<file path="config.mk">
export PLATFORM = sky130hd
export DESIGN_NAME = exception_entry_and_skip_unit
export DESIGN_NICKNAME = d
export VERILOG_FILES = /design/src/hdl/eesu_pkg.sv /design/src/hdl/exception_entry_and_skip_unit.sv /design/src/hdl/eesu_cfg.sv /design/src/hdl/eesu_calc.sv
export VERILOG_INCLUDE_DIRS = /design/src /design/src/hdl
export SDC_FILE = /design/constraint.sdc
export NUM_CORES = 1
export LEC_CHECK = 0
export BUFFER_PORTS_ARGS = -buffer_cell sky130_fd_sc_hd__buf_2
export CAP_MARGIN = 20
export CORE_MARGIN = 2
export CORE_UTILIZATION = 45
export DETAILED_ROUTE_END_ITERATION = 8
export PLACE_DENSITY = 0.72
export SKIP_CTS_REPAIR_TIMING = 1
export SYNTH_ARGS = -nofsm -noshare
export SYNTH_HDL_FRONTEND = slang
export SYNTH_HIERARCHICAL = 1
export SYNTH_SLANG_ARGS = --single-unit
</file>
<file path="constraint.sdc">
create_clock -name i_clk -period 8 [get_ports i_clk]
set_input_delay 0.8 -clock i_clk [delete_from_list [all_inputs] [get_ports i_clk]]
set_output_delay 0.8 -clock i_clk [all_outputs]
set_load 0.02 [all_outputs]
</file>
<file path="src/hdl/exception_entry_and_skip_unit_macros.svh">
// ----------------------------------------------------------------------------
// Exception entry and skip unit: assertion macros
// Clocked, reset-qualified property wrappers used by the asserting module.
// ----------------------------------------------------------------------------
`ifndef EXCEPTION_ENTRY_AND_SKIP_UNIT_MACROS_SVH
`define EXCEPTION_ENTRY_AND_SKIP_UNIT_MACROS_SVH

// Same-cycle implication, checked on every rising edge outside reset.
`define EESU_ASSERT_SAME(label, ante, cons, msg) \
    label: assert property (@(posedge i_clk) disable iff (!i_rst_n) (ante) |-> (cons)) \
        else $error(msg);

// Next-cycle implication, checked on every rising edge outside reset.
`define EESU_ASSERT_NEXT(label, ante, cons, msg) \
    label: assert property (@(posedge i_clk) disable iff (!i_rst_n) (ante) |=> (cons)) \
        else $error(msg);

`endif

</file>
<file path="src/hdl/eesu_pkg.sv">
// ----------------------------------------------------------------------------
// Exception entry and skip unit: package
// Shared types, register indexes, event and target codes, status constants.
// ----------------------------------------------------------------------------
package eesu_pkg;

    // Configuration register indexes (byte address is 4 * index)
    localparam int unsigned CFG_ADDR_W = 5;
    localparam logic [2:0] CFG_HIGH_VECTORS   = 3'd0;
    localparam logic [2:0] CFG_VECTOR_BASE    = 3'd1;
    localparam logic [2:0] CFG_THUMB_EXC      = 3'd2;
    localparam logic [2:0] CFG_BIG_ENDIAN_EXC = 3'd3;
    localparam logic [2:0] CFG_LONG_DESC      = 3'd4;

    // Event codes
    localparam logic [1:0] EV_SKIP  = 2'd0;
    localparam logic [1:0] EV_UNDEF = 2'd1;
    localparam logic [1:0] EV_DABT  = 2'd2;
    localparam logic [1:0] EV_PABT  = 2'd3;

    // Banked register targets
    localparam logic [1:0] BANK_NONE = 2'd0;
    localparam logic [1:0] BANK_UND  = 2'd1;
    localparam logic [1:0] BANK_ABT  = 2'd2;

    // Fault register targets
    localparam logic [1:0] FAULT_NONE  = 2'd0;
    localparam logic [1:0] FAULT_DATA  = 2'd1;
    localparam logic [1:0] FAULT_INSTR = 2'd2;

    // Status word constants
    localparam logic [4:0]  MODE_UND  = 5'h1b;
    localparam logic [4:0]  MODE_ABT  = 5'h17;
    localparam logic [31:0] HIGH_BASE = 32'hffff_0000;
    localparam logic [9:0]  FS_LONG   = 10'h222;
    localparam logic [9:0]  FS_SHORT  = 10'h002;

    // Vector offsets
    localparam logic [31:0] VEC_UNDEF = 32'd4;
    localparam logic [31:0] VEC_PABT  = 32'd12;
    localparam logic [31:0] VEC_DABT  = 32'd16;

    typedef struct packed {
        logic        high_vectors;
        logic [31:0] vector_base;
        logic        thumb_exceptions;
        logic        big_endian_exceptions;
        logic        long_descriptor_format;
    } t_cfg;

    typedef struct packed {
        logic [1:0]  mode;
        logic [31:0] status_in;
        logic [31:0] pc_in;
        logic        wide_instruction;
        logic [31:0] fault_address;
    } t_item;

    typedef struct packed {
        logic [31:0] status_out;
        logic [31:0] pc_out;
        logic [1:0]  bank_target;
        logic [31:0] link_value;
        logic [31:0] saved_status;
        logic [1:0]  fault_target;
        logic [31:0] fault_address_out;
        logic [9:0]  fault_status_out;
        logic        it_state_error;
    } t_result;

endpackage

</file>
<file path="src/hdl/exception_entry_and_skip_unit.sv">
// ----------------------------------------------------------------------------
// Exception entry and skip unit: input register, then result register to o_valid.
// Throughput one event per cycle: busy stays low, input and result regs pipeline.
// Synchronous active-low reset clears the stage valids and config registers.
// ----------------------------------------------------------------------------
`include "exception_entry_and_skip_unit_macros.svh"

module exception_entry_and_skip_unit
    import eesu_pkg::*;
(
    input  logic                  i_clk,
    input  logic                  i_rst_n,
    // command channel
    input  logic                  start,
    output logic                  busy,
    input  logic [1:0]            i_mode,
    input  logic [31:0]           i_status_in,
    input  logic [31:0]           i_pc_in,
    input  logic                  i_wide_instruction,
    input  logic [31:0]           i_fault_address,
    // result channel, one strobed beat per event, no back-pressure
    output logic                  o_valid,
    output logic [31:0]           o_status_out,
    output logic [31:0]           o_pc_out,
    output logic [1:0]            o_bank_target,
    output logic [31:0]           o_link_value,
    output logic [31:0]           o_saved_status,
    output logic [1:0]            o_fault_target,
    output logic [31:0]           o_fault_address_out,
    output logic [9:0]            o_fault_status_out,
    output logic                  o_it_state_error,
    // configuration port
    input  logic                  psel,
    input  logic                  penable,
    input  logic                  pwrite,
    input  logic [CFG_ADDR_W-1:0] paddr,
    input  logic [31:0]           pwdata,
    output logic [31:0]           prdata,
    output logic                  pready
);

    t_cfg    w_cfg;
    t_item   r_item;
    logic    r_item_valid;
    t_result w_result;
    t_result r_result;
    logic    r_result_valid;
    logic    w_accept;

    // No state carries between events and the receiver never stalls, so the
    // unit is always ready for the next beat.
    assign busy     = 1'b0;
    assign w_accept = start & ~busy;

    eesu_cfg u_cfg (
        .i_clk   (i_clk),
        .i_rst_n (i_rst_n),
        .psel    (psel),
        .penable (penable),
        .pwrite  (pwrite),
        .paddr   (paddr),
        .pwdata  (pwdata),
        .prdata  (prdata),
        .pready  (pready),
        .o_cfg   (w_cfg)
    );

    // Input register: capture the beat on accept; the payload needs no reset.
    always_ff @(posedge i_clk) begin
        if (!i_rst_n) begin
            r_item_valid <= 1'b0;
        end else begin
            r_item_valid <= w_accept;
        end
    end

    always_ff @(posedge i_clk) begin
        if (w_accept) begin
            r_item <= '{mode:             i_mode,
                        status_in:        i_status_in,
                        pc_in:            i_pc_in,
                        wide_instruction: i_wide_instruction,
                        fault_address:    i_fault_address};
        end
    end

    // Single pass of bit manipulation and at most one add per output field.
    eesu_calc u_calc (
        .i_item   (r_item),
        .i_cfg    (w_cfg),
        .o_result (w_result)
    );

    // Result register: hold each result for exactly one strobed cycle.
    always_ff @(posedge i_clk) begin
        if (!i_rst_n) begin
            r_result_valid <= 1'b0;
        end else begin
            r_result_valid <= r_item_valid;
        end
    end

    always_ff @(posedge i_clk) begin
        if (r_item_valid) begin
            r_result <= w_result;
        end
    end

    assign o_valid             = r_result_valid;
    assign o_status_out        = r_result.status_out;
    assign o_pc_out            = r_result.pc_out;
    assign o_bank_target       = r_result.bank_target;
    assign o_link_value        = r_result.link_value;
    assign o_saved_status      = r_result.saved_status;
    assign o_fault_target      = r_result.fault_target;
    assign o_fault_address_out = r_result.fault_address_out;
    assign o_fault_status_out  = r_result.fault_status_out;
    assign o_it_state_error    = r_result.it_state_error;

    // Every accepted beat gives a strobe once it has passed the input and result registers.
    `EESU_ASSERT_NEXT(a_accept_to_valid, w_accept, ##1 o_valid, "accepted beat lost")
    // A fault report only comes with abort entry.
    `EESU_ASSERT_SAME(a_fault_only_on_abort, o_valid && (o_fault_target != FAULT_NONE), o_bank_target == BANK_ABT, "fault target without abort bank")
    // Abort entry always writes a fault register.
    `EESU_ASSERT_SAME(a_abort_has_fault, o_valid && (o_bank_target == BANK_ABT), o_fault_target != FAULT_NONE, "abort bank without fault target")
    // IT state error is a skip-only report.
    `EESU_ASSERT_SAME(a_it_error_on_skip, o_valid && o_it_state_error, o_bank_target == BANK_NONE, "IT state error on exception entry")

endmodule

</file>
<file path="src/hdl/eesu_cfg.sv">
// ----------------------------------------------------------------------------
// Exception entry and skip unit: configuration registers
// APB-style register bank holding vector and exception control bits.
// ----------------------------------------------------------------------------
module eesu_cfg
    import eesu_pkg::*;
(
    input  logic                  i_clk,
    input  logic                  i_rst_n,
    input  logic                  psel,
    input  logic                  penable,
    input  logic                  pwrite,
    input  logic [CFG_ADDR_W-1:0] paddr,
    input  logic [31:0]           pwdata,
    output logic [31:0]           prdata,
    output logic                  pready,
    output t_cfg                  o_cfg
);

    t_cfg       r_cfg;
    t_cfg       n_cfg;
    logic [2:0] w_index;
    logic       w_write;

    assign w_index = paddr[CFG_ADDR_W-1:2];
    assign w_write = psel & penable & pwrite;
    assign pready  = 1'b1;
    assign o_cfg   = r_cfg;

    always_comb begin
        n_cfg = r_cfg;
        if (w_write) begin
            case (w_index)
                CFG_HIGH_VECTORS:   n_cfg.high_vectors           = pwdata[0];
                CFG_VECTOR_BASE:    n_cfg.vector_base            = pwdata;
                CFG_THUMB_EXC:      n_cfg.thumb_exceptions       = pwdata[0];
                CFG_BIG_ENDIAN_EXC: n_cfg.big_endian_exceptions  = pwdata[0];
                CFG_LONG_DESC:      n_cfg.long_descriptor_format = pwdata[0];
                default:            n_cfg = r_cfg;
            endcase
        end
    end

    always_ff @(posedge i_clk) begin
        if (!i_rst_n) begin
            r_cfg <= '0;
        end else begin
            r_cfg <= n_cfg;
        end
    end

    always_comb begin
        case (w_index)
            CFG_HIGH_VECTORS:   prdata = {31'd0, r_cfg.high_vectors};
            CFG_VECTOR_BASE:    prdata = r_cfg.vector_base;
            CFG_THUMB_EXC:      prdata = {31'd0, r_cfg.thumb_exceptions};
            CFG_BIG_ENDIAN_EXC: prdata = {31'd0, r_cfg.big_endian_exceptions};
            CFG_LONG_DESC:      prdata = {31'd0, r_cfg.long_descriptor_format};
            default:            prdata = 32'd0;
        endcase
    end

endmodule

</file>
<file path="src/hdl/eesu_calc.sv">
// ----------------------------------------------------------------------------
// Exception entry and skip unit: event datapath
// Skip with IT advance, or exception entry status, vector and bank values.
// ----------------------------------------------------------------------------
module eesu_calc
    import eesu_pkg::*;
(
    input  t_item   i_item,
    input  t_cfg    i_cfg,
    output t_result o_result
);

    logic        w_thumb;
    logic        w_it_nz;
    logic [2:0]  w_cond;
    logic [4:0]  w_low5;
    logic [31:0] w_skip_status;
    logic [31:0] w_entry_status;
    logic [31:0] w_vec_base;
    logic        w_abort;
    logic [31:0] s;

    assign s       = i_item.status_in;
    assign w_thumb = s[5];
    assign w_it_nz = (|s[15:10]) | (|s[26:25]);
    assign w_abort = (i_item.mode == EV_DABT) || (i_item.mode == EV_PABT);

    // IT advance: shift the low five mask bits, drop the block when it ends
    always_comb begin
        w_cond = s[15:13];
        w_low5 = {s[12:10], s[26:25]};
        if (w_low5[2:0] == 3'd0) begin
            w_cond = 3'd0;
            w_low5 = 5'd0;
        end else begin
            w_low5 = {w_low5[3:0], 1'b0};
        end
        w_skip_status = s;
        if (w_it_nz) begin
            w_skip_status[15:13] = w_cond;
            w_skip_status[12:10] = w_low5[4:2];
            w_skip_status[26:25] = w_low5[1:0];
        end
    end

    // Entry status: new mode, mask I (and A on aborts), clear IT/J, T/E from config
    always_comb begin
        w_entry_status        = s;
        w_entry_status[4:0]   = w_abort ? MODE_ABT : MODE_UND;
        w_entry_status[7]     = 1'b1;
        w_entry_status[8]     = s[8] | w_abort;
        w_entry_status[15:10] = 6'd0;
        w_entry_status[26:25] = 2'd0;
        w_entry_status[24]    = 1'b0;
        w_entry_status[9]     = i_cfg.big_endian_exceptions;
        w_entry_status[5]     = i_cfg.thumb_exceptions;
    end

    assign w_vec_base = i_cfg.high_vectors ? HIGH_BASE : i_cfg.vector_base;

    always_comb begin
        o_result = '0;
        case (i_item.mode)
            EV_SKIP: begin
                o_result.status_out     = w_skip_status;
                o_result.pc_out         = i_item.pc_in
                    + ((w_thumb && !i_item.wide_instruction) ? 32'd2 : 32'd4);
                o_result.it_state_error = !w_thumb && w_it_nz;
            end
            EV_UNDEF: begin
                o_result.status_out   = w_entry_status;
                o_result.pc_out       = w_vec_base + VEC_UNDEF;
                o_result.bank_target  = BANK_UND;
                o_result.link_value   = i_item.pc_in + (w_thumb ? 32'd2 : 32'd4);
                o_result.saved_status = s;
            end
            EV_DABT: begin
                o_result.status_out        = w_entry_status;
                o_result.pc_out            = w_vec_base + VEC_DABT;
                o_result.bank_target       = BANK_ABT;
                o_result.link_value        = i_item.pc_in + 32'd8;
                o_result.saved_status      = s;
                o_result.fault_target      = FAULT_DATA;
                o_result.fault_address_out = i_item.fault_address;
                o_result.fault_status_out  =
                    i_cfg.long_descriptor_format ? FS_LONG : FS_SHORT;
            end
            EV_PABT: begin
                o_result.status_out        = w_entry_status;
                o_result.pc_out            = w_vec_base + VEC_PABT;
                o_result.bank_target       = BANK_ABT;
                o_result.link_value        = i_item.pc_in + 32'd4;
                o_result.saved_status      = s;
                o_result.fault_target      = FAULT_INSTR;
                o_result.fault_address_out = i_item.fault_address;
                o_result.fault_status_out  =
                    i_cfg.long_descriptor_format ? FS_LONG : FS_SHORT;
            end
            default: o_result = '0;
        endcase
    end

endmodule

</file>
Yosys cells after proc, flatten, opt, wreduce, memory -nomap -nowiden:

Index checks and enable logic that the tools add are counted.

* mux-type cells: 13
* $add $sub $neg: 7
* reductions and logical operators: 15
* equal/unequal tests: 7
* bitwise gates (word level): 4

Operators by type and width (count)
* case mux 64 bit (4 select lines): 1
* case mux 66 bit (3 select lines): 1
* case mux 32 bit (5 select lines): 1
* case mux 44 bit (2 select lines): 1
* adder 32 x 3 -> 32 bit (second input constant): 2
* adder 32 bit: 2
* adder 32 x 4 -> 32 bit (second input constant): 2
* adder 32 x 5 -> 32 bit (second input constant): 1
* 2-to-1 mux 32 bit: 1
* 2-to-1 mux 10 bit: 1
* AND reduction 2 bit: 5
* 2-to-1 mux 3 bit: 3
* == test 3 x 2 -> 1 bit (second input constant): 2
* zero test 3 bit: 2
* 2-to-1 mux 6 bit: 1
* OR reduction 6 bit: 1
* 2-to-1 mux 5 bit: 1
* == test 2 bit (second input constant): 2
* 2-to-1 mux 4 bit: 1
* == test 3 x 1 -> 1 bit (second input constant): 1
* == test 3 bit (second input constant): 1
* bitwise AND 1 bit: 2
* == test 2 x 1 -> 1 bit (second input constant): 1
* logical AND 1 bit: 2
* other kinds (6): 8

* bits of input ports: 142
* logic and storage cells: 67
* flip-flop bits (word level): 312
* output and inout port bits: 210

Longest topological paths before layout:

Gate-level depths: netlist of the first run.

* depth in word-level cells: 5
* gate-level depth with buffers: 11

Modules after synthesis:

The synthesis of the first run kept the hierarchy.

By module, submodules not included
* exception_entry_and_skip_unit: instances 1, cells each 280, area an instance 8291.7 um^2
* eesu_calc: instances 1, cells each 738, area an instance 4456.8 um^2
* eesu_cfg: instances 1, cells each 204, area an instance 1751.7 um^2

Worst setup path before layout of the first run:

OpenSTA, ideal clock, no wires.

* kind: flip-flop to flip-flop
* start: reg r_item_valid
* end: reg r_result (netlist bit o_bank_target[0]), enable pin
* buffers on the path: 0
* arrival time: 4.117 ns
* slack: 3.331 ns
* clock period less this slack: 4.669 ns
* library setup time: 0.552 ns
* cell stages (with the launch flop): 1
* cell sequence: dfxtp_1

RTL lines
* start: declaration: RTL line exception_entry_and_skip_unit.sv:44 `logic r_item_valid;`
* start signal: assignment: RTL line exception_entry_and_skip_unit.sv:73 `r_item_valid <= w_accept;`
* end signal: assignment: RTL line exception_entry_and_skip_unit.sv:105 `r_result <= w_result;`
* end: declaration: RTL line exception_entry_and_skip_unit.sv:46 `t_result r_result;`

No word-level cell between the ends.

==> metrics.txt, run 1 <==
# port buffers=347; wire length per cell=approximately 20 um; Detail Route Antenna Nets=0; Worst path max stage delay=approximately 0.60 ns; yosys warns=6; Comb power frac=0.114; Place WS=about 4.5 ns; Highest Clock Rate=0.278 GHz; Synth area leader=edfxtp_1; I/O pin count=between 300 and 400; DRT Wirelength=between 30000 and 40000 um; Site Rows=65; Root Driver=clkbuf_16; first-pass GRT wire length=57300 um; Net Switching=a little under 0.001 W; top-count cell post-synth=edfxtp_1; GRT overflow=0; core area=between 30000 and 40000 sq um; initial core utilization=0.458; H-tree Lvls=1; top cell type's share of synthesized area=0.567; Post-synth ARST share=0; vias in the first global route=10027; die footprint=roughly 34000 sq um; fin crit period=around 3.6 ns; Via density=around 5.5; power share of the clock group=0.366; Filler cells=roughly 2700; Slew @ Worst Pin=about 1.0 ns; WS Path Type=flop to flop; Synth Register Bits=~310; max-cap viol count=0; crit path cell chain=buf_4, and2_1, inv_1, fa_1, nand2_1, nand4_1, or4b_4, or3_1, nand3_1, o21ai_0; final worst slack=approximately 4.4 ns; sequential-to-total area share from yosys stat=0.620; Area Growth Syn to Fin=19.1%; Storage cell area=~9000 sq um; CTS tree=done; clock sinks=about 310; worst-path maximum fanout=38; Cell Area, Synth=~15000 sq um; top post-synthesis cells by area=edfxtp_1 57%, dfxtp_1 5.2%, and2_1 4.7%; Post-DP HPWL=roughly 28000 um; die extent in y=around 180 um; initial antenna violation count=1; Clock Latency Late Sink=roughly 0.57 ns; ys flop type=edfxtp_1; DR iter-0 viols=just over 900; setup tns final=0 ns; largest net degree at the start of global routing=87; leakage=6.47 nW; normalized max-slew margin=0.315; Final Setup Violations=0; switching part of the total=0.254; Int Pwr=0.00282 W; vias=between 10000 and 15000; commonest cells in the netlist=274 x edfxtp_1, 141 x nand2_1, 110 x and2_1; R2R Setup Slk=between 4 and 5 ns; Die Wd=184 um; final setup skew=0.0269 ns; Critical Path RT=between 8 and 9 ns; clock buffer depth=3; Clock transition at path regs=~0.06 ns; crit path launch type=flop; DRC errors left=0; RSZ-0062 raised after global routing=no; VDD IR max=roughly 160 uV; Final Total Pwr=0.00379 W; Syn Area/Cell=11.9 sq um; Worst Setup End Kind=flop; Synth Instances=between 1000 and 1500; area of the multi-input gates=4870 sq um; number of buffers created by CTS=31; Post-synth EDFFs=around 270; Critical Path AT=3.88 ns; NumNets Final=roughly 1700; total global-route track usage=0.221; Distinct cells, synth=78; fin area=around 17000 sq um; gpl congestion=approximately 0.9; Worst path slowest cell=or4b_4; dpl cell area=around 16000 sq um; layout cell share with drive strength beyond 1=0.282; outcome=finished clean; Hold Vio Cnt, Final=0; drt first pass iters=6; sequential power share=0.520; Final Cycle Share=0.450; Hold/Removal Path Class=input port to flop; Final Max Slew Viols=0; Power Dens Cells=219 nW/um^2
[worst paths after layout]
kind | startpoint | to | cells past startpoint
setup / recovery | r_item[97] | o_pc_out[28] | 10
hold / removal | i_pc_in[27] | r_item[60] | 1
setup reg to reg | r_item[97] | o_pc_out[28] | 10
hold reg to reg | r_item[87] | o_status_out[22] | 0
[power by group through the flow]
stage,clock [W],sequential (W),combinational [W]
after floorplan,0,0.00207,0.000195
after global placement,0,0.00200,0.000426
after detailed placement,0,0.00200,0.000430
after CTS,0.00141,0.00197,0.000432
after global routing,0.00147,0.00198,0.000468
final,0.00139,0.00197,0.000433
[placed cells by master (no fill, tap or decap), types with 5 or more instances in the layout]
cell type	n
nor2b_1	7
mux2i_1	41
o211ai_1	6
clkbuf_1	5
buf_4	12
nor2_1	69
and4_1	6
conb_1	10
and3_1	16
dfxtp_1	37
ha_1	8
clkinv_2	8
o22ai_1	15
nor3_1	21
nand2_1	141
buf_2	346
xor2_1	32
o21ai_0	46
a21oi_1	48
nor3b_1	5
a211oi_1	6
or3_1	8
edfxtp_1	274
and2_1	110
nand3_1	36
nor4_1	10
nand4_1	18
inv_1	18
clkinv_1	5
clkbuf_16	31
o31ai_1	6
nand2b_1	18
xnor2_1	27
[per-layer routing]
metal  global-route usage  wire length [um]  part of all wire
met1                0.280             15500              0.40
met2                0.375             18600              0.48
met3               0.0396              3160             0.081
met4               0.0928              1600             0.041
met5                    0                 0                 0
[registers in the layout (all words and copies together) (netlist names)]
name,flops
o_valid,1
o_it_state_error,1
o_fault_status_out,10
o_fault_address_out,32
o_fault_target,2
r_item,99
o_status_out,32
o_pc_out,32
o_saved_status,32
r_item_valid,1
o_link_value,32
u_cfg/o_cfg,36
o_bank_target,2
[metrics by stage]
stage / hold WS (ns) / utilization / cells
after CTS: 0.369 / 0.545 / 1943
after detailed placement: 0.425 / 0.515 / 1885
after global placement: 0.421 / 0.514 / 1884
final: 0.402 / 0.546 / 1945
after floorplan: 0.439 / - / 1229
after global routing: 0.380 / 0.546 / 1945
[cells by family after synthesis]
logic type,Yosys count,synth area share
AOI/OAI and AO/OA,173,0.0752
xor gates and xnor gates,59,0.0356
adders and majority gates,11,0.0110
buffers and inverters,125,0.0462
DFF,312,0.620
muxes,45,0.0314
other,3,0.000777
and+or+nand+nor,494,0.180
[worst max-delay path: cells and delay by family, from the launching register on]
| family | cells | cell delay (ns) |
|---|---|---|
| fa+ha+maj | 1 | 0.49 |
| simple gates | 6 | 1.80 |
| flops | 1 | 0.32 |
| compound gates | 1 | 0.08 |
| buf+inv | 2 | 0.59 |
[final cells by class]
type | instances | area share
clock buffers | 36 | 0.0460
well taps | 402 | 0.0291
diodes | 1 | 0.000145
multi-input cells | 792 | 0.282
flip-flops and latches | 312 | 0.521
clock inverters | 22 | 0.0101
repair buffers | 360 | 0.107
inverters | 20 | 0.00435
No activity file was read; power rests on OpenSTA's default activity.
==> inputs of run 2 (changes only) <==
--- a/config.mk
+++ b/config.mk
@@ -11,7 +11,7 @@
 export CORE_MARGIN = 2
 export CORE_UTILIZATION = 45
 export DETAILED_ROUTE_END_ITERATION = 8
-export PLACE_DENSITY = 0.72
+export PLACE_DENSITY = 0.75
 export SKIP_CTS_REPAIR_TIMING = 1
 export SYNTH_ARGS = -nofsm -noshare
 export SYNTH_HDL_FRONTEND = slang
==> constraint.sdc (replaced) <==
create_clock -name i_clk -period 3.1 [get_ports i_clk]
set_input_delay 0.31 -clock i_clk [delete_from_list [all_inputs] [get_ports i_clk]]
set_output_delay 0.31 -clock i_clk [all_outputs]
set_load 0.02 [all_outputs]
==> metrics.txt, run 2 (synthesis gave the netlist of run 1 again) <==
outcome=finished clean (unchanged); Hold Vio Cnt, Final=0 (unchanged); GRT overflow=0 (unchanged); Clock transition at path regs=0.06 ns (about the same); initial antenna violation count=0 (was 1); H-tree Lvls=2 (was 1); fin area=18600 sq um (was 17300 sq um); clock sinks=312 (unchanged); setup tns final=0 ns (unchanged); area of the multi-input gates=4870 sq um (unchanged); Final Setup Violations=0 (unchanged); Die Wd=184 um (unchanged); I/O pin count=352 (unchanged); number of buffers created by CTS=34 (was 31); Final Max Slew Viols=0 (unchanged); # port buffers=347 (unchanged); most common cell after layout, fill and taps aside=buf_2 (unchanged); Buf/Inv on CP=1 (was 2); number of diodes=0 (was 1); Critical Path RT=3.33 ns (was 8.28 ns); most frequent cells in the layout=346 x buf_2, 274 x edfxtp_1, 141 x nand2_1 (unchanged); max reg flops=99 (unchanged); largest net degree at the start of global routing=67 (was 87); die extent in y=184 um (unchanged); first-pass GRT wire length=59300 um (was 57300 um); DRC errors left=0 (unchanged); VDD IR max=392 uV (was 157 uV); Worst path max stage delay=0.56 ns (was 0.60 ns); total global-route track usage=0.231 (was 0.221); Final Total Pwr=0.0102 W (was 0.00379 W); dpl cell area=16600 sq um (was 16300 sq um); gpl congestion=0.910 (was 0.924); Hold/Removal Path Class=input port to flop (unchanged); leakage=7.08 nW (was 6.47 nW); Critical Path AT=3.10 ns (was 3.88 ns); Detail Route Antenna Nets=0 (unchanged); wire length per cell=20.2 um (was 20.0 um); Highest Clock Rate=0.348 GHz (was 0.278 GHz); Area Growth Syn to Fin=28.2% (was 19.1%); DRT Wirelength=41800 um (was 38900 um); core area=31600 sq um (unchanged); Worst Setup End Kind=flop (unchanged); NumNets Final=1797 (was 1670); Via density=5.40 (was 5.46); Top delay family on crit path=simple AND/OR/NAND/NOR gates (unchanged); DR iter-0 viols=1040 (was 919); normalized max-slew margin=0.340 (was 0.315); RSZ-0062 raised after global routing=no (unchanged); Clock Latency Late Sink=0.51 ns (was 0.57 ns); Filler cells=2521 (was 2662); Worst path slowest cell=or4b_4 (unchanged); fin crit period=2.87 ns (was 3.60 ns); Storage cell area=8990 sq um (unchanged); Final Cycle Share=0.926 (was 0.450); Root Driver=clkbuf_16 (unchanged); initial core utilization=0.458 (unchanged); final setup skew=0.0189 ns (was 0.0269 ns); clock buffer depth=3 (unchanged); WS Path Type=flop to flop (unchanged); crit path launch type=flop (unchanged); Fin Hold WS=0.0328 ns (was 0.402 ns); CTS tree=done (unchanged); worst-path maximum fanout=6 (was 38); Power Dens Cells=550 nW/um^2 (was 219 nW/um^2); crit path cell chain=nor2b_1, inv_1, fa_1, nand2_1, nand4_1, or4b_4, or3_1, nand3_1, o21ai_0 (was buf_4, and2_1, inv_1, fa_1, nand2_1, nand4_1, or4b_4, or3_1, nand3_1, o21ai_0); drt first pass iters=5 (was 6); Slew @ Worst Pin=0.990 ns (was 1.03 ns); Site Rows=65 (unchanged); layout cell share with drive strength beyond 1=0.276 (was 0.282); Post-DP HPWL=28700 um (was 27600 um); die footprint=33700 sq um (unchanged); vias=11175 (was 10619); Biggest register=r_item (unchanged); vias in the first global route=10305 (was 10027); max-cap viol count=0 (unchanged)
[run 2: cell count changes in the layout (fill, tap and decap cells not counted), moves of 3 or more]
cell           change
clkbuf_1           +3
dlygate4sd3_1     +95
buf_12             +4
buf_4             +26
clkinv_2           -5
clkbuf_16          +4
[run 2: cell type report]
| cell class | instances | area share |
|---|---|---|
| flip-flops and latches | 312 | 0.484 |
| multi-input cells | 792 | 0.262 |
| repair buffers | 484 | 0.165 |
| clock buffers | 45 | 0.0502 |
| well taps | 402 | 0.0271 |
| clock inverters | 14 | 0.00747 |
| inverters | 20 | 0.00404 |
[run 2: final timing paths]
kind                                 startpoint          endpoint  slack (ns)  depth (start not counted)
worst max register to register   u_cfg/o_cfg[6]      o_pc_out[28]        0.23                          9
worst max-delay path             u_cfg/o_cfg[6]      o_pc_out[28]        0.23                          9
worst min-delay path            i_status_in[27]        r_item[92]        0.03                          1
worst min register to register       r_item[81]  o_status_out[16]        0.44                          0
[run 2: stage by stage]
stage	std cells	utilization	worst slack, ns
floorplan	1229	-	0.222
global placement	1915	0.524	0.267
detailed placement	1915	0.524	0.272
CTS	1974	0.557	0.266
global route	2069	0.587	0.0805
finish	2069	0.587	0.229
[run 2: power by group]
group | internal (W) | switching (W)
registers | 0.00491 | 0.000177
logic | 0.000485 | 0.000787
clock network | 0.00229 | 0.00157
total | 0.00768 | 0.00254
[run 2: metal layers]
metal  vias up  GRT usage  wire length [um]
met5         -          0                 0
met4         0     0.0682              1150
met3        69     0.0452              3260
met2       526      0.403             20900
met1      5353      0.292             16500
li1       5227          -                 -
==> inputs of run 3 (changes only) <==
--- a/config.mk
+++ b/config.mk
@@ -9,11 +9,10 @@
 export BUFFER_PORTS_ARGS = -buffer_cell sky130_fd_sc_hd__buf_2
 export CAP_MARGIN = 20
 export CORE_MARGIN = 2
-export CORE_UTILIZATION = 45
+export CORE_UTILIZATION = 49
 export DETAILED_ROUTE_END_ITERATION = 8
-export PLACE_DENSITY = 0.75
+export PLACE_DENSITY = 0.8
 export SKIP_CTS_REPAIR_TIMING = 1
 export SYNTH_ARGS = -nofsm -noshare
 export SYNTH_HDL_FRONTEND = slang
-export SYNTH_HIERARCHICAL = 1
 export SYNTH_SLANG_ARGS = --single-unit
==> metrics.txt, run 3 <==
DRC errors left=0 (unchanged); Hold/Removal Path Class=input port to flop (unchanged); top-count cell post-synth=edfxtp_1 (unchanged); VDD IR max=423 uV (was 392 uV); ys flop type=edfxtp_1 (unchanged); Highest Clock Rate=0.345 GHz (was 0.348 GHz); die extent in y=174 um (was 184 um); most common cell after layout, fill and taps aside=buf_2 (unchanged); gpl congestion=0.921 (was 0.910); Synth area leader=edfxtp_1 (unchanged); M1 WL=17700 um (was 16500 um); normalized max-slew margin=0.529 (was 0.340); Final Cycle Share=0.936 (was 0.926); DRT Wirelength=42700 um (was 41800 um); clock sinks=304 (was 312); Area Growth Syn to Fin=30.0% (was 28.2%); max reg flops=99 (unchanged); largest net degree at the start of global routing=108 (was 67); top post-synthesis cells by area=edfxtp_1 56%, dfxtp_1 5.3%, and2_1 3.3% (was edfxtp_1 57%, dfxtp_1 5.2%, and2_1 4.7%); Critical Path AT=3.19 ns (was 3.10 ns); Root Driver=clkbuf_16 (unchanged); Site Rows=62 (was 65); Detail Route Antenna Nets=0 (unchanged); drt first pass iters=5 (unchanged); Final Setup Violations=0 (unchanged); RSZ-0062 raised after global routing=no (unchanged); dpl cell area=16400 sq um (was 16600 sq um); Post-synth ARST share=0 (unchanged); total global-route track usage=0.256 (was 0.231); Clock Latency Late Sink=0.58 ns (was 0.51 ns); final setup skew=0.0308 ns (was 0.0189 ns); Fin Hold WS=-0.0241 ns (was 0.0328 ns); NumNets Final=1807 (was 1797); violated checks=negative hold slack; CTS tree=done (unchanged); H-tree Lvls=1 (was 2); I/O pin count=352 (unchanged); Synth Instances=1224 (was 1222); initial antenna violation count=0 (unchanged); Biggest register=r_item (unchanged); core area=28600 sq um (was 31600 sq um); fin area=18500 sq um (was 18600 sq um); Slew @ Worst Pin=0.707 ns (was 0.990 ns); DR iter-0 viols=986 (was 1040); number of buffers created by CTS=30 (was 34); worst-path maximum fanout=14 (was 6); sequential-to-total area share from yosys stat=0.615 (was 0.620); clock buffer depth=3 (unchanged); Syn Area/Cell=11.6 sq um (was 11.9 sq um); initial core utilization=0.497 (was 0.458); outcome=finished with violations (was finished clean); Distinct cells, synth=72 (was 78); Filler cells=2188 (was 2521); GRT overflow=0 (unchanged); first-pass GRT wire length=60600 um (was 59300 um); commonest cells in the netlist=266 x edfxtp_1, 124 x nand2_1, 76 x clkbuf_1 (was 274 x edfxtp_1, 141 x nand2_1, 110 x and2_1); vias=11587 (was 11175); wire length per cell=20.7 um (was 20.2 um); Final Max Slew Viols=0 (unchanged); Worst Setup End Kind=flop (unchanged); Cell Area, Synth=14200 sq um (was 14500 sq um); fin crit period=2.90 ns (was 2.87 ns); setup tns final=0 ns (unchanged); Via density=5.62 (was 5.40); layout cell share with drive strength beyond 1=0.265 (was 0.276); Die Wd=174 um (was 184 um); most frequent cells in the layout=339 x buf_2, 266 x edfxtp_1, 124 x nand2_1 (was 346 x buf_2, 274 x edfxtp_1, 141 x nand2_1); # port buffers=340 (was 347); met2 WL=20800 um (was 20900 um); Hold Vio Cnt, Final=9 (was 0); Synth Register Bits=304 (was 312); WS Path Type=flop to flop (unchanged); Post-synth EDFFs=266 (was 274); Clock transition at path regs=0.06 ns (about the same); Post-DP HPWL=28800 um (was 28700 um); leakage=6.90 nW (was 7.08 nW); Power Dens Cells=533 nW/um^2 (was 550 nW/um^2); Critical Path RT=3.38 ns (was 3.33 ns); crit path launch type=flop (unchanged); yosys warns=0 (was 6); top cell type's share of synthesized area=0.561 (was 0.567); Met3 Routed Length=3080 um (was 3260 um); vias in the first global route=10308 (was 10305); die footprint=30400 sq um (was 33700 sq um); max-cap viol count=0 (unchanged); top routing layer in use=met4 (unchanged); number of diodes=0 (unchanged)
[run 3: cell types whose count changed in the layout (fill, tap and decap cells not counted), sizes merged, moves of 10 or more]
cell	delta
a21boi	+35
and2	-34
and3	-10
dlygate4sd3	+17
mux2i	-24
nand2	-18
nand4	+18
nor2	-10
nor2b	+42
o21ai	-18
o22ai	+11
[run 3: stage by stage]
| stage | setup slack [ns] | power [W] | util | hold slack [ns] | cells |
|---|---|---|---|---|---|
| 4_1_cts | 0.228 | 0.00976 | 0.607 | -0.112 | 1948 |
| 3_3_place_gp | 0.328 | 0.00616 | 0.573 | 0.421 | 1893 |
| 3_5_place_dp | 0.262 | 0.00619 | 0.573 | 0.425 | 1893 |
| 5_1_grt | 0.0392 | 0.0102 | 0.646 | 0.00126 | 2061 |
| 6_report | 0.198 | 0.00986 | 0.646 | -0.0241 | 2061 |
| 2_1_floorplan | 0.169 | 0.00568 | - | 0.409 | 1232 |
[run 3: cell type report]
cell class	instances	area, sq um	area share
clock inverters	17	194	0.0105
well taps	384	480	0.0260
inverters	18	67.6	0.00365
multi-input cells	803	5000	0.270
clock buffers	38	781	0.0422
repair buffers	497	3230	0.175
flip-flops and latches	304	8750	0.473
[run 3: cell families (layout without fill, tap and decap cells)]
| logic type | count (synthesis) | count (layout) | synth area share |
|---|---|---|---|
| simple gates | 478 | 478 | 0.180 |
| flops | 304 | 304 | 0.615 |
| compound gates | 232 | 232 | 0.111 |
| buf+inv | 125 | 570 | 0.0372 |
| xor+xnor | 52 | 52 | 0.0320 |
| mux | 20 | 20 | 0.0143 |
| fa+ha+maj | 11 | 11 | 0.0113 |
| other cells | 2 | 10 | 0.000528 |
[run 3: power breakdown]
part	internal, W	switching, W	total (W)
logic	0.000502	0.000808	0.00131
registers	0.00478	0.000158	0.00494
clock network	0.00204	0.00157	0.00361
total	0.00733	0.00253	0.00986
[run 3: path summary, 6_finish.rpt]
kind,startpoint,endpoint,slack [ns],depth (start not counted)
max reg2reg,u_cfg.o_cfg[35],o_pc_out[28],0.20,7
max,u_cfg.o_cfg[35],o_pc_out[28],0.20,7
min reg2reg,r_item[88],o_status_out[23],0.45,0
min,pwdata[31],u_cfg.o_cfg[34],-0.02,3
[run 3: metal layers]
layer | GRT usage | vias to the layer above
li1 | - | 5364
met1 | 0.357 | 5572
met2 | 0.418 | 569
met3 | 0.0350 | 82
met4 | 0.0809 | 0
met5 | 0 | -
[run 3: critical path, stage by stage (launching register included)]
cell	delay [ns]
dfxtp_1	0.36
nor2b_1	0.23
ha_1	0.24
nand3b_1	0.13
or4_1	0.78
or3_1	0.54
o32ai_1	0.20
mux2i_1	0.12
